`src/rtc_pkg.sv`:
```
// Shared types, widths and codes for the ray/triangle closest-hit core.
`default_nettype none
package rtc_pkg;

	// Field and datapath widths
	localparam int COORD_W  = 32;
	localparam int MESH_W   = 8;
	localparam int BEST_W   = 9;
	localparam int DIFF_W   = COORD_W + 1;        // edge and offset vectors
	localparam int CROSS_W  = 2 * DIFF_W + 1;     // cross product components
	localparam int ACC_W    = DIFF_W + CROSS_W + 2; // dot products with margin
	localparam int NUM_W    = ACC_W + COORD_W + 1;  // divider numerator and divisor
	localparam int QUO_W    = 32;
	localparam int CNT_W    = 6;
	localparam int OP_W     = 5;
	localparam logic [OP_W-1:0] OP_LAST = OP_W'(23);

	localparam logic [BEST_W-1:0] MESH_NONE = '1;
	localparam logic [QUO_W-1:0]  T_NONE    = '1;

	// Register map
	localparam int ADDR_W   = 5;
	localparam int DATA_W   = 32;
	localparam int NUM_REGS = 7;
	localparam logic [2:0] REG_ORIGIN_X = 3'd0;
	localparam logic [2:0] REG_ORIGIN_Y = 3'd1;
	localparam logic [2:0] REG_ORIGIN_Z = 3'd2;
	localparam logic [2:0] REG_DIR_X    = 3'd3;
	localparam logic [2:0] REG_DIR_Y    = 3'd4;
	localparam logic [2:0] REG_DIR_Z    = 3'd5;
	localparam logic [2:0] REG_DET_EPS  = 3'd6;
	localparam logic [DATA_W-1:0] DIR_Z_RESET = 32'hFFFF_0000;

	// Queue between front and back
	localparam int Q_DEPTH = 2;                   // power of two
	localparam int Q_PTR_W = $clog2(Q_DEPTH);

	typedef logic [2:0][COORD_W-1:0] coord3_t;
	typedef logic [2:0][DIFF_W-1:0]  diff3_t;

	typedef struct packed {
		coord3_t             origin;
		coord3_t             dir;
		logic [DATA_W-1:0]   det_eps;
	} ray_cfg_t;

	typedef struct packed {
		diff3_t              e1;
		diff3_t              e2;
		diff3_t              s;
		logic [MESH_W-1:0]   mesh;
		logic                mesh_ok;
		logic                last;
	} item_t;

	// Multiply-accumulate microcode
	typedef enum logic [1:0] { AV_E1, AV_E2, AV_S, AV_DIR } avec_t;
	typedef enum logic [1:0] { BV_DIR, BV_S, BV_H, BV_Q } bvec_t;
	typedef enum logic [2:0] { DST_H, DST_Q, DST_D, DST_U, DST_V, DST_T } dst_t;

	typedef struct packed {
		avec_t       av;
		logic [1:0]  ac;
		bvec_t       bv;
		logic [1:0]  bc;
		logic        neg;
		logic        first;
		logic        last;
		dst_t        dst;
		logic [1:0]  dc;
	} uop_t;

	typedef enum logic [2:0] {
		BK_IDLE, BK_LOAD, BK_MUL, BK_NORM, BK_CMP, BK_SAT, BK_DIV, BK_DONE
	} back_state_t;

	function automatic uop_t mk_uop(avec_t av, logic [1:0] ac, bvec_t bv, logic [1:0] bc,
			logic neg, logic first, logic last, dst_t dst, logic [1:0] dc);
		uop_t u;
		u.av = av; u.ac = ac; u.bv = bv; u.bc = bc;
		u.neg = neg; u.first = first; u.last = last;
		u.dst = dst; u.dc = dc;
		return u;
	endfunction

	// H = dir x E2, Q = S x E1, then D = E1.H, U = S.H, V = dir.Q, T = E2.Q
	function automatic uop_t uop_of(logic [OP_W-1:0] op);
		uop_t u;
		unique case (op)
			5'd0:  u = mk_uop(AV_E2, 2'd2, BV_DIR, 2'd1, 1'b0, 1'b1, 1'b0, DST_H, 2'd0);
			5'd1:  u = mk_uop(AV_E2, 2'd1, BV_DIR, 2'd2, 1'b1, 1'b0, 1'b1, DST_H, 2'd0);
			5'd2:  u = mk_uop(AV_E2, 2'd0, BV_DIR, 2'd2, 1'b0, 1'b1, 1'b0, DST_H, 2'd1);
			5'd3:  u = mk_uop(AV_E2, 2'd2, BV_DIR, 2'd0, 1'b1, 1'b0, 1'b1, DST_H, 2'd1);
			5'd4:  u = mk_uop(AV_E2, 2'd1, BV_DIR, 2'd0, 1'b0, 1'b1, 1'b0, DST_H, 2'd2);
			5'd5:  u = mk_uop(AV_E2, 2'd0, BV_DIR, 2'd1, 1'b1, 1'b0, 1'b1, DST_H, 2'd2);
			5'd6:  u = mk_uop(AV_E1, 2'd2, BV_S,   2'd1, 1'b0, 1'b1, 1'b0, DST_Q, 2'd0);
			5'd7:  u = mk_uop(AV_E1, 2'd1, BV_S,   2'd2, 1'b1, 1'b0, 1'b1, DST_Q, 2'd0);
			5'd8:  u = mk_uop(AV_E1, 2'd0, BV_S,   2'd2, 1'b0, 1'b1, 1'b0, DST_Q, 2'd1);
			5'd9:  u = mk_uop(AV_E1, 2'd2, BV_S,   2'd0, 1'b1, 1'b0, 1'b1, DST_Q, 2'd1);
			5'd10: u = mk_uop(AV_E1, 2'd1, BV_S,   2'd0, 1'b0, 1'b1, 1'b0, DST_Q, 2'd2);
			5'd11: u = mk_uop(AV_E1, 2'd0, BV_S,   2'd1, 1'b1, 1'b0, 1'b1, DST_Q, 2'd2);
			5'd12: u = mk_uop(AV_E1, 2'd0, BV_H,   2'd0, 1'b0, 1'b1, 1'b0, DST_D, 2'd0);
			5'd13: u = mk_uop(AV_E1, 2'd1, BV_H,   2'd1, 1'b0, 1'b0, 1'b0, DST_D, 2'd0);
			5'd14: u = mk_uop(AV_E1, 2'd2, BV_H,   2'd2, 1'b0, 1'b0, 1'b1, DST_D, 2'd0);
			5'd15: u = mk_uop(AV_S,  2'd0, BV_H,   2'd0, 1'b0, 1'b1, 1'b0, DST_U, 2'd0);
			5'd16: u = mk_uop(AV_S,  2'd1, BV_H,   2'd1, 1'b0, 1'b0, 1'b0, DST_U, 2'd0);
			5'd17: u = mk_uop(AV_S,  2'd2, BV_H,   2'd2, 1'b0, 1'b0, 1'b1, DST_U, 2'd0);
			5'd18: u = mk_uop(AV_DIR, 2'd0, BV_Q,  2'd0, 1'b0, 1'b1, 1'b0, DST_V, 2'd0);
			5'd19: u = mk_uop(AV_DIR, 2'd1, BV_Q,  2'd1, 1'b0, 1'b0, 1'b0, DST_V, 2'd0);
			5'd20: u = mk_uop(AV_DIR, 2'd2, BV_Q,  2'd2, 1'b0, 1'b0, 1'b1, DST_V, 2'd0);
			5'd21: u = mk_uop(AV_E2, 2'd0, BV_Q,   2'd0, 1'b0, 1'b1, 1'b0, DST_T, 2'd0);
			5'd22: u = mk_uop(AV_E2, 2'd1, BV_Q,   2'd1, 1'b0, 1'b0, 1'b0, DST_T, 2'd0);
			default: u = mk_uop(AV_E2, 2'd2, BV_Q, 2'd2, 1'b0, 1'b0, 1'b1, DST_T, 2'd0);
		endcase
		return u;
	endfunction

endpackage
`default_nettype wire

```
`src/rtc_hit_if.sv`:
```
// Hit result channel: per-triangle hit and the running closest hit.
`default_nettype none
interface rtc_hit_if;
	logic                valid;
	logic                ready;
	logic                hit;
	logic [31:0]         hit_t;
	logic signed [8:0]   best_mesh;
	logic [31:0]         best_t;
	logic                pick_done;

	modport source (output valid, hit, hit_t, best_mesh, best_t, pick_done, input ready);
	modport sink (input valid, hit, hit_t, best_mesh, best_t, pick_done, output ready);
endinterface
`default_nettype wire

```
`src/rtc_back.sv`:
```
// Back end: serial multiply-accumulate, hit test, serial divide and closest-hit tracker.
`default_nettype none
module rtc_back import rtc_pkg::*; #(
	parameter int FRAC_BITS = 16
) (
	input  wire logic     clk,
	input  wire logic     arst_n,
	input  wire ray_cfg_t cfg,
	input  wire item_t    pop_item,
	input  wire logic     pop_valid,
	output logic          pop_ready,
	rtc_hit_if.source     hit_rsp
);

	back_state_t state_q, state_d;

	item_t                      item_q;
	logic [OP_W-1:0]            op_q;
	logic [CNT_W-1:0]           cnt_q;
	logic signed [ACC_W-1:0]    acc_q;
	logic signed [ACC_W-1:0]    mcand_q;
	logic [DIFF_W-1:0]          mplier_q;
	logic signed [CROSS_W-1:0]  h_q [3];
	logic signed [CROSS_W-1:0]  qv_q [3];
	logic signed [ACC_W-1:0]    d_q, u_q, v_q, t_q;
	logic [NUM_W-1:0]           nrem_q, dsh_q;
	logic [QUO_W-1:0]           quo_q;
	logic                       hit_q;

	logic [QUO_W-1:0]           cl_t_q;
	logic [BEST_W-1:0]          cl_mesh_q;
	logic                       out_valid_q;
	logic                       out_hit_q, out_done_q;
	logic [QUO_W-1:0]           out_hit_t_q, out_best_t_q;
	logic [BEST_W-1:0]          out_best_mesh_q;

	uop_t                       uop;
	logic [DIFF_W-1:0]          a_op;
	logic signed [ACC_W-1:0]    b_op;
	logic signed [ACC_W-1:0]    acc_step;
	logic                       sub;
	logic                       mul_last;
	logic signed [ACC_W-1:0]    eps_bound;
	logic signed [ACC_W-1:0]    uv_sum;
	logic                       pass;
	logic                       sat;
	logic                       div_ge;
	logic                       out_free;
	logic                       fire;
	logic [QUO_W-1:0]           hit_t_val;
	logic                       take_best;
	logic [QUO_W-1:0]           best_t_new;
	logic [BEST_W-1:0]          best_mesh_new;

	function automatic logic [DIFF_W-1:0] pick_d(diff3_t v, logic [1:0] i);
		case (i)
			2'd0:    return v[0];
			2'd1:    return v[1];
			default: return v[2];
		endcase
	endfunction

	function automatic logic [COORD_W-1:0] pick_c(coord3_t v, logic [1:0] i);
		case (i)
			2'd0:    return v[0];
			2'd1:    return v[1];
			default: return v[2];
		endcase
	endfunction

	function automatic logic [ACC_W-1:0] sext_c(logic [CROSS_W-1:0] x);
		return {{(ACC_W-CROSS_W){x[CROSS_W-1]}}, x};
	endfunction

	// Select multiplier and multiplicand for the current micro-op
	assign uop = uop_of(op_q);

	always_comb begin
		logic [COORD_W-1:0] dv;
		dv = pick_c(cfg.dir, uop.ac);
		unique case (uop.av)
			AV_E1:   a_op = pick_d(item_q.e1, uop.ac);
			AV_E2:   a_op = pick_d(item_q.e2, uop.ac);
			AV_S:    a_op = pick_d(item_q.s, uop.ac);
			default: a_op = {dv[COORD_W-1], dv};
		endcase
	end

	always_comb begin
		logic [COORD_W-1:0] dv;
		logic [DIFF_W-1:0]  sv;
		dv = pick_c(cfg.dir, uop.bc);
		sv = pick_d(item_q.s, uop.bc);
		unique case (uop.bv)
			BV_DIR:  b_op = {{(ACC_W-COORD_W){dv[COORD_W-1]}}, dv};
			BV_S:    b_op = {{(ACC_W-DIFF_W){sv[DIFF_W-1]}}, sv};
			BV_H: begin
				case (uop.bc)
					2'd0:    b_op = sext_c(h_q[0]);
					2'd1:    b_op = sext_c(h_q[1]);
					default: b_op = sext_c(h_q[2]);
				endcase
			end
			default: begin
				case (uop.bc)
					2'd0:    b_op = sext_c(qv_q[0]);
					2'd1:    b_op = sext_c(qv_q[1]);
					default: b_op = sext_c(qv_q[2]);
				endcase
			end
		endcase
	end

	// One shift-add step; the multiplier's top bit carries negative weight
	assign mul_last = cnt_q == CNT_W'(DIFF_W - 1);
	assign sub      = uop.neg ^ mul_last;
	assign acc_step = !mplier_q[0] ? acc_q : (sub ? acc_q - mcand_q : acc_q + mcand_q);

	// Hit test on the sign-normalized values
	assign eps_bound = {{(ACC_W-DATA_W){1'b0}}, cfg.det_eps} << (2 * FRAC_BITS);
	assign uv_sum    = u_q + v_q;
	assign pass      = (d_q > eps_bound) && !u_q[ACC_W-1] && (u_q <= d_q) &&
		!v_q[ACC_W-1] && (uv_sum <= d_q) && !t_q[ACC_W-1] && (t_q != '0);
	assign sat       = nrem_q >= (dsh_q << 1);
	assign div_ge    = nrem_q >= dsh_q;

	assign out_free  = !out_valid_q || hit_rsp.ready;
	assign pop_ready = state_q == BK_IDLE;
	assign fire      = (state_q == BK_DONE) && out_free;

	always_ff @(posedge clk or negedge arst_n) begin
		if (!arst_n) begin
			state_q <= BK_IDLE;
		end else begin
			state_q <= state_d;
		end
	end

	// Sequence one triangle through the shared units
	always_comb begin
		state_d = state_q;
		unique case (state_q)
			BK_IDLE: begin
				if (pop_valid) state_d = pop_item.mesh_ok ? BK_LOAD : BK_DONE;
			end
			BK_LOAD: state_d = BK_MUL;
			BK_MUL: begin
				if (mul_last) state_d = (op_q == OP_LAST) ? BK_NORM : BK_LOAD;
			end
			BK_NORM: state_d = BK_CMP;
			BK_CMP:  state_d = pass ? BK_SAT : BK_DONE;
			BK_SAT:  state_d = sat ? BK_DONE : BK_DIV;
			BK_DIV: begin
				if (cnt_q == CNT_W'(QUO_W - 1)) state_d = BK_DONE;
			end
			BK_DONE: begin
				if (out_free) state_d = BK_IDLE;
			end
			default: state_d = BK_IDLE;
		endcase
	end

	// Datapath registers
	always_ff @(posedge clk) begin
		case (state_q)
			BK_IDLE: begin
				if (pop_valid) begin
					item_q <= pop_item;
					op_q   <= '0;
					hit_q  <= 1'b0;
					quo_q  <= '0;
				end
			end
			BK_LOAD: begin
				mplier_q <= a_op;
				mcand_q  <= b_op;
				cnt_q    <= '0;
				if (uop.first) acc_q <= '0;
			end
			BK_MUL: begin
				acc_q    <= acc_step;
				mplier_q <= mplier_q >> 1;
				mcand_q  <= mcand_q <<< 1;
				cnt_q    <= cnt_q + CNT_W'(1);
				if (mul_last) begin
					op_q <= op_q + OP_W'(1);
					if (uop.last) begin
						case (uop.dst)
							DST_H: begin
								case (uop.dc)
									2'd0:    h_q[0] <= acc_step[CROSS_W-1:0];
									2'd1:    h_q[1] <= acc_step[CROSS_W-1:0];
									default: h_q[2] <= acc_step[CROSS_W-1:0];
								endcase
							end
							DST_Q: begin
								case (uop.dc)
									2'd0:    qv_q[0] <= acc_step[CROSS_W-1:0];
									2'd1:    qv_q[1] <= acc_step[CROSS_W-1:0];
									default: qv_q[2] <= acc_step[CROSS_W-1:0];
								endcase
							end
							DST_D:   d_q <= acc_step;
							DST_U:   u_q <= acc_step;
							DST_V:   v_q <= acc_step;
							default: t_q <= acc_step;
						endcase
					end
				end
			end
			BK_NORM: begin
				if (d_q[ACC_W-1]) begin
					d_q <= -d_q;
					u_q <= -u_q;
					v_q <= -v_q;
					t_q <= -t_q;
				end
			end
			BK_CMP: begin
				hit_q  <= pass;
				nrem_q <= {{(NUM_W-ACC_W){1'b0}}, t_q} << FRAC_BITS;
				dsh_q  <= {{(NUM_W-ACC_W){1'b0}}, d_q} << (QUO_W - 1);
				cnt_q  <= '0;
			end
			BK_SAT: begin
				if (sat) quo_q <= T_NONE;
			end
			BK_DIV: begin
				if (div_ge) nrem_q <= nrem_q - dsh_q;
				quo_q <= {quo_q[QUO_W-2:0], div_ge};
				dsh_q <= dsh_q >> 1;
				cnt_q <= cnt_q + CNT_W'(1);
			end
			default: begin
			end
		endcase
	end

	// Closest-hit update; ties keep the earlier hit
	assign hit_t_val     = hit_q ? quo_q : '0;
	assign take_best     = hit_q && ((cl_mesh_q == MESH_NONE) || (hit_t_val < cl_t_q));
	assign best_t_new    = take_best ? hit_t_val : cl_t_q;
	assign best_mesh_new = take_best ? {1'b0, item_q.mesh} : cl_mesh_q;

	always_ff @(posedge clk or negedge arst_n) begin
		if (!arst_n) begin
			out_valid_q <= 1'b0;
			cl_t_q      <= T_NONE;
			cl_mesh_q   <= MESH_NONE;
		end else begin
			if (fire) begin
				out_valid_q <= 1'b1;
			end else if (hit_rsp.ready) begin
				out_valid_q <= 1'b0;
			end
			if (fire) begin
				cl_t_q    <= item_q.last ? T_NONE : best_t_new;
				cl_mesh_q <= item_q.last ? MESH_NONE : best_mesh_new;
			end
		end
	end

	// Hold the result until it is taken
	always_ff @(posedge clk) begin
		if (fire) begin
			out_hit_q       <= hit_q;
			out_hit_t_q     <= hit_t_val;
			out_best_mesh_q <= best_mesh_new;
			out_best_t_q    <= best_t_new;
			out_done_q      <= item_q.last;
		end
	end

	assign hit_rsp.valid     = out_valid_q;
	assign hit_rsp.hit       = out_hit_q;
	assign hit_rsp.hit_t     = out_hit_t_q;
	assign hit_rsp.best_mesh = out_best_mesh_q;
	assign hit_rsp.best_t    = out_best_t_q;
	assign hit_rsp.pick_done = out_done_q;

endmodule
`default_nettype wire

```
`src/flat_wrapper.sv`:
```
// flat-port wrapper written by rule: the top's interface ports become plain ports
module rtc_back_flat import rtc_pkg::*;
#(
	parameter int FRAC_BITS = 16
)
  (clk, arst_n, cfg, pop_item, pop_valid, pop_ready, hit_rsp_valid, hit_rsp_hit, hit_rsp_hit_t, hit_rsp_best_mesh, hit_rsp_best_t, hit_rsp_pick_done, hit_rsp_ready);
  rtc_hit_if hit_rsp_i ();
  input  wire logic clk;
  input  wire logic arst_n;
  input  wire ray_cfg_t cfg;
  input  wire item_t pop_item;
  input  wire logic pop_valid;
  output logic pop_ready;
  output wire logic [$bits(hit_rsp_i.valid)-1:0] hit_rsp_valid;
  output wire logic [$bits(hit_rsp_i.hit)-1:0] hit_rsp_hit;
  output wire logic [$bits(hit_rsp_i.hit_t)-1:0] hit_rsp_hit_t;
  output wire logic [$bits(hit_rsp_i.best_mesh)-1:0] hit_rsp_best_mesh;
  output wire logic [$bits(hit_rsp_i.best_t)-1:0] hit_rsp_best_t;
  output wire logic [$bits(hit_rsp_i.pick_done)-1:0] hit_rsp_pick_done;
  input wire logic [$bits(hit_rsp_i.ready)-1:0] hit_rsp_ready;
  assign hit_rsp_valid = hit_rsp_i.valid;
  assign hit_rsp_hit = hit_rsp_i.hit;
  assign hit_rsp_hit_t = hit_rsp_i.hit_t;
  assign hit_rsp_best_mesh = hit_rsp_i.best_mesh;
  assign hit_rsp_best_t = hit_rsp_i.best_t;
  assign hit_rsp_pick_done = hit_rsp_i.pick_done;
  assign hit_rsp_i.ready = hit_rsp_ready;
  rtc_back #(.FRAC_BITS(FRAC_BITS)) u_core (.clk(clk), .arst_n(arst_n), .cfg(cfg), .pop_item(pop_item), .pop_valid(pop_valid), .pop_ready(pop_ready), .hit_rsp(hit_rsp_i));
endmodule
```
`config.mk`:
```
export PLATFORM = sky130hd
export DESIGN_NAME = rtc_back_flat
export DESIGN_NICKNAME = d
export VERILOG_FILES = /design/src/rtc_pkg.sv /design/src/rtc_hit_if.sv /design/src/rtc_back.sv /design/src/flat_wrapper.sv
export SDC_FILE = /design/constraint.sdc
export NUM_CORES = 2
export LEC_CHECK = 0
export BUFFER_PORTS_ARGS = -buffer_cell sky130_fd_sc_hd__buf_4
export CORE_MARGIN = 3
export CORE_UTILIZATION = 60
export CTS_CLUSTER_DIAMETER = 80
export CTS_CLUSTER_SIZE = 30
export DETAILED_ROUTE_END_ITERATION = 6
export PLACE_DENSITY = 0.78
export SKIP_CTS_REPAIR_TIMING = 1
export SLEW_MARGIN = 20
export SYNTH_ARGS = -nofsm -noshare
export SYNTH_HDL_FRONTEND = slang
export SYNTH_SLANG_ARGS = --single-unit
```
`constraint.sdc`:
```
create_clock -name clk -period 29.3 [get_ports clk]
set_input_delay 4.395 -clock clk [delete_from_list [all_inputs] [get_ports clk]]
set_output_delay 4.395 -clock clk [all_outputs]
set_load 0.02 [all_outputs]
```
After elaboration in Yosys (flattened, before gate mapping):

Memory sizes are Yosys's and may differ from the RTL's. A register that Yosys moved wholly into a read port is not among the register bits.
Index checks and enable logic that the tools add are counted.

* word-level logic and storage cells: 249
* bits in registers: 1385
* output and inout bits: 77
* input port bits: 535
* bits in read-only memories: 512
* memories kept: 3
* bits in writable memories: 402

* add/sub/neg operators: 10
* muxes and demuxes: 110
* order comparisons: 6
* bitwise gates (word level): 1
* equality and inequality tests: 35
* reductions and logical operators: 50

Memories
* (name not given): words 32, width 16, read ports 1, clocked after memory_dff 1, write ports 0, RTL line rtc_pkg.sv:89 `unique case (op)`
* u_core.h_q: words 3, width 67, read ports 3, clocked after memory_dff 0, write ports 1, RTL line rtc_back.sv:23 `logic signed [CROSS_W-1:0] h_q [3];`
* u_core.qv_q: words 3, width 67, read ports 3, clocked after memory_dff 0, write ports 1, RTL line rtc_back.sv:24 `logic signed [CROSS_W-1:0] qv_q [3];`

Operators by type and width (count)
* 2-to-1 mux 102 bit: 19
* case mux 102 bit (2 select lines): 8
* case mux 135 bit (2 select lines): 2
* negation 102 bit: 4
* case mux 33 bit (2 select lines): 5
* case mux 102 bit (3 select lines): 1
* greater-or-equal comparator 135 bit: 2
* 2-to-1 mux 67 bit: 4
* OR reduction 67 bit: 4
* adder 102 bit: 2
* <= comparator 102 bit: 2
* 2-to-1 mux 32 bit: 5
* 2-to-1 mux 135 bit: 1
* subtractor 135 bit: 1
* case mux 32 bit (2 select lines): 2
* > comparator 102 x 65 -> 1 bit: 1
* nonzero test 102 bit: 1
* subtractor 102 bit: 1
* case mux 33 bit (3 select lines): 1
* case mux 32 bit (3 select lines): 1
* 2-to-1 mux 1 bit: 41
* < comparator 32 bit: 1
* case mux 3 bit (8 select lines): 1
* inequality test 2 x 1 -> 1 bit, second input constant: 11
* other kinds (33): 91

Longest topological paths before layout:

* depth after elaboration: 10
* mapped depth: 26
* depth with buffers taken out: 26

Least setup slack after synthesis:

Ideal clock, no wire load.

* kind: input to register
* from: in pop_valid
* to: reg u_core.quo_q[0], enable pin
* buffers on the path: 0
* stages: 2
* arrival time: 12363 ps
* path slack: 16549 ps
* cells stage by stage: and2_1 a211o_1

* word-level cells in the longest chain between the ends: 2

RTL lines
* from (decl): RTL line flat_wrapper.sv:12 `input wire logic pop_valid;`
* inequality test 2 bit (no line)
* AND reduction 3 bit (no line)
* to (signal assigned): RTL line rtc_back.sv:230 `quo_q <= {quo_q[QUO_W-2:0], div_ge};`
* to (decl): RTL line rtc_back.sv:27 `logic [QUO_W-1:0] quo_q;`

No other way between the ends.
A chain may end at the register's enable or synchronous reset.

Worst setup path after layout:

* from: reg u_core.u_q[0]
* to: reg u_core.hit_q, data pin

* word-level cells in the longest chain between the ends: 7
* elaborated cells between the ends (all ways): 9
* those cells by class: add/sub: 1; order compare: 2; mux: 1; reduce/logical: 5

RTL lines
* from (decl): RTL line rtc_back.sv:25 `logic signed [ACC_W-1:0] d_q, u_q, v_q, t_q;`
* from (signal assigned): RTL line rtc_back.sv:204 `DST_U: u_q <= acc_step;`
* from (signal assigned): RTL line rtc_back.sv:214 `u_q <= -u_q;`
* parallel branches: the longest is 3 deep, another holds adder 102 bit
* logical AND 1 bit (*) (3 in a row): RTL line rtc_back.sv:123 `!v_q[ACC_W-1] && (uv_sum <= d_q) && !t_q[ACC_W-1] && (t_q != '0);`
* case mux 1 bit (2 select lines) (*): RTL line rtc_back.sv:165 `case (state_q)`
* to (signal assigned): RTL line rtc_back.sv:220 `hit_q <= pass;`
* to (decl): RTL line rtc_back.sv:28 `logic hit_q;`

Mark *: on every way between the ends.

==> metrics.csv <==
stage;metric;value;unit
run_status;status;finished, violations left;
run_status;failing checks;design-rule violations;
power;internal power;8750;uW
sta;RSZ-0062 raised after global routing;no;
clocking;Sink Count;1801;
worst_setup_path;Slowest cell on crit path;a21boi_1;
synth;cell area after synthesis;0.115;mm^2
clocking;CTS buffer count;105;
synth;most frequent cell after synthesis;edfxtp_1;
sta;Worst-Margin Slew;1.20;ns
grt;GRT Total Usage;36.0;%
clocking;CTS tree;done;
grt;initial antenna violation count;22;
finish;final cell count without fillers;14099;
synth;fraction of the mapped netlist area in adder cells;8.17;%
clocking;H-tree depth;3;
clocking;Clk Latency, worst-skew pair;0.84;ns
sta;Final Cycle Share;33.9;%
sta;Setup Total Neg Slack;0;ns
sta;fmax;101;MHz
routing;routed vias;93967;
power;worst vdd ir;0.0000814;V
routing;Routed Antenna Nets;0;
grt;first-pass GRT wire length;546;mm
grt;grt total ovfl;0;
floorplan;num ports;612;
synth;area share of the largest cell type after synthesis;45.4;%
power;P per Cell Area;138;mW/mm^2
floorplan;die outline height;444;um
synth;Async SR Flop Fraction;2.50;%
floorplan;Initial Util;60.5;%
synth;Main synth FF type;edfxtp_1;
grt;largest net degree at the start of global routing;223;
floorplan;Die Area;0.197;mm^2
power;Comb pwr share;60.7;%
grt;vias in the first global route;89643;
routing;DRC violations left;3;
synth;multiplexer share of the synthesized area;5.72;%
floorplan;Die Wd;444;um
worst_setup_path;Worst EP required;29.94;ns
routing;DRT iter0 DRCs;12222;
synth;EDFF count, synth;1740;
placed_design;port bufs;515;
clocking;root buffer cell;clkbuf_16;
finish;layout cell share with drive strength beyond 1;10.6;%
finish;Layout fillers;14784;
synth;Mapped Cells;11259;
synth;simple-gate share of the synthesized area;13.2;%
worst_setup_path;Crit Reg-Reg Startpoint;u_core.u_q[0];
floorplan;row count;160;
worst_setup_path;CP Capture Type;flop;
worst_setup_path;kind of critical path;reg2reg;
routing;Wirelength per Cell;26.0;um
floorplan;core box area;0.190;mm^2
worst_setup_path;critical path capture point;u_core.hit_q;
synth;area leader, netlist;edfxtp_1;
synth;yosys warns;0;
clocking;clk slew on worst S/H paths;0.12;ns
worst_setup_path;Setup crit start;u_core.u_q[0];
synth;xor/xnor share of the synthesized area;5.76;%
finish;Layout area overhead;9.19;%
sta;Final setup viols;0;
synth;largest family of logic cells by synthesized area;compound AO/OA/AOI/OAI gates;
power;Clk pwr share;10.5;%
worst_setup_path;CP arrival;10.58;ns
sta;Slew headroom;19.1;%
clocking;CTS Buffer Depth;3;
synth;Synth Area in Compound Gates;17.1;%
synth;Avg Inst Size Synth;10.2;um^2
sta;Max Slew Vio Count;0;
synth;count of different cell masters after synthesis;89;
sta;Final min period;9.94;ns
power;sequential share of power;28.8;%
worst_setup_path;internal reg-to-reg setup slack;19.36;ns
worst_setup_path;Worst setup SP type;flop;
worst_setup_path;Worst R2R Path Depth;28;
routing;drt total wl;367;mm
synth;most frequent cells after synthesis;edfxtp_1 (1740), nor2_1 (985), a21oi_1 (932);
finish;nets;12779;
routing;TritonRoute pass-1 iters;7;
power;Sw Pwr;8540;uW
placed_design;placed inst area;0.122;mm^2
placed_design;Final HPWL DP;278;mm
worst_hold_path;hold crit path type;reg2reg;
routing;vias per cell;6.66;
placed_design;Placer Congestion;1.02;
worst_setup_path;CP peak stage delay;0.75;ns
placed_design;# placed instances;13898;
synth;net count after synthesis;12544;
sta;clock skew;0.0809;ns
finish;Design Area, Final;0.126;mm^2
power;Leak;0.0492;uW
worst_setup_path;r2r endpoint;u_core.hit_q;
power;switching share of power;49.4;%
run;Max-Cap Viols;0;
worst_setup_path;worst-path fanout max;5;
synth;sequential area share after synthesis;46.7;%
synth;Synth Register Bits;1801;
sta;final hold violation count;0;
synth;largest cells by area after synthesis;edfxtp_1 (45%), ha_1 (8.1%), a21o_1 (4.4%);
==> layout by cell type, fill, tap and decap left out, types with 49 or more instances in the layout <==
cell type,instances
a21o_1,671
a21oi_1,928
a221oi_1,57
a31oi_1,68
and2_1,89
and3_1,50
buf_4,665
clkbuf_16,106
edfxtp_1,1740
ha_1,747
inv_1,491
mux2_2,132
mux2i_1,361
mux4_2,65
nand2_1,859
nand2b_1,58
nand3_1,157
nand4_1,244
nor2_1,975
nor2b_1,63
nor3_1,262
nor4_1,113
o211ai_1,49
o21a_1,63
o21ai_0,780
o21bai_1,90
o22ai_1,70
o31ai_1,55
or3_1,111
or4_1,66
xnor2_1,462
xor2_1,291
==> worst min path at each step <==
stage,startpoint,endpoint,slack [ns],cells past startpoint
finish,u_core.item_q[8],u_core.cl_mesh_q[6],0.51,1
global route,u_core.item_q[9],u_core.cl_mesh_q[7],0.53,1
detailed placement,u_core.item_q[8],u_core.cl_mesh_q[6],0.48,1
global placement,u_core.item_q[2],u_core.cl_mesh_q[0],0.47,1
CTS,u_core.item_q[8],u_core.cl_mesh_q[6],0.51,1
floorplan,u_core.item_q[0],u_core.hit_rsp.pick_done,0.45,0
==> metrics by stage <==
| step | hold WS (ns) | utilization, % | total power [uW] | worst slack [ns] |
|---|---|---|---|---|
| 2_1_floorplan | 0.451 | - | 11700 | 16.55 |
| 3_3_place_gp | 0.469 | 63.9 | 14800 | 19.53 |
| 3_5_place_dp | 0.479 | 63.9 | 15100 | 19.78 |
| 4_1_cts | 0.505 | 66.0 | 17000 | 19.72 |
| 5_1_grt | 0.528 | 66.0 | 18300 | 19.40 |
| 6_report | 0.508 | 66.0 | 17300 | 19.36 |
==> layout make-up <==
| cell class | instances | area, um^2 | area share [%] |
|---|---|---|---|
| clock inverter | 83 | 1380 | 1.09 |
| clock buffer | 111 | 2680 | 2.13 |
| inverter | 494 | 1850 | 1.48 |
| sequential | 1801 | 53800 | 42.8 |
| tap | 2511 | 3140 | 2.50 |
| multi-input combinational | 8421 | 57800 | 45.9 |
| antenna | 7 | 17.5 | 0.0139 |
| timing repair buffer | 671 | 5110 | 4.07 |
==> power groups by stage <==
stage | Clock, uW | Combinational (uW) | Sequential [uW]
after floorplan | 0 | 6860 | 4830
after CTS | 1840 | 10200 | 4950
final | 1820 | 10500 | 4980
after detailed placement | 0 | 10100 | 5000
after global routing | 1920 | 11300 | 5030
after global placement | 0 | 9830 | 4970
==> cell families after synthesis <==
kind of cell	after synthesis
AOI/OAI and AO/OA	3158
DFF	1801
and+or+nand+nor	3197
adders and majority gates	750
muxes	560
xor gates and xnor gates	756
buffers and inverters	1037
==> flip-flops by register name, indices dropped and copies added (netlist names), 33 cells and up <==
| signal | cells |
|---|---|
| u_core.mplier_q | 33 |
| u_core.mcand_q | 102 |
| u_core.d_q | 102 |
| u_core.u_q | 102 |
| u_core.v_q | 102 |
| u_core.qv_q | 201 |
| u_core.dsh_q | 133 |
| u_core.h_q | 201 |
| u_core.nrem_q | 135 |
| u_core.item_q | 306 |
| u_core.t_q | 102 |
| u_core.acc_q | 102 |
==> layer usage <==
| layer | GRT usage, % | up-vias | routed length (um) |
|---|---|---|---|
| met5 | 0 | - | 41 |
| met4 | 13.4 | 6 | 14900 |
| met3 | 7.26 | 675 | 42200 |
| met2 | 53.5 | 5107 | 158000 |
| met1 | 52.2 | 45772 | 151000 |
| li1 | - | 42407 | - |
==> worst max-delay path, delay by kind of cell, from the launching register on <==
family / cells / cell delay (ns)
AOI/OAI and AO/OA: 13 / 5.49
adders and majority gates: 3 / 0.86
buffers and inverters: 3 / 0.60
DFF: 1 / 0.44
muxes: 1 / 0.09
and+or+nand+nor: 8 / 2.27
Note: power is estimated with default switching activity, not from simulation.
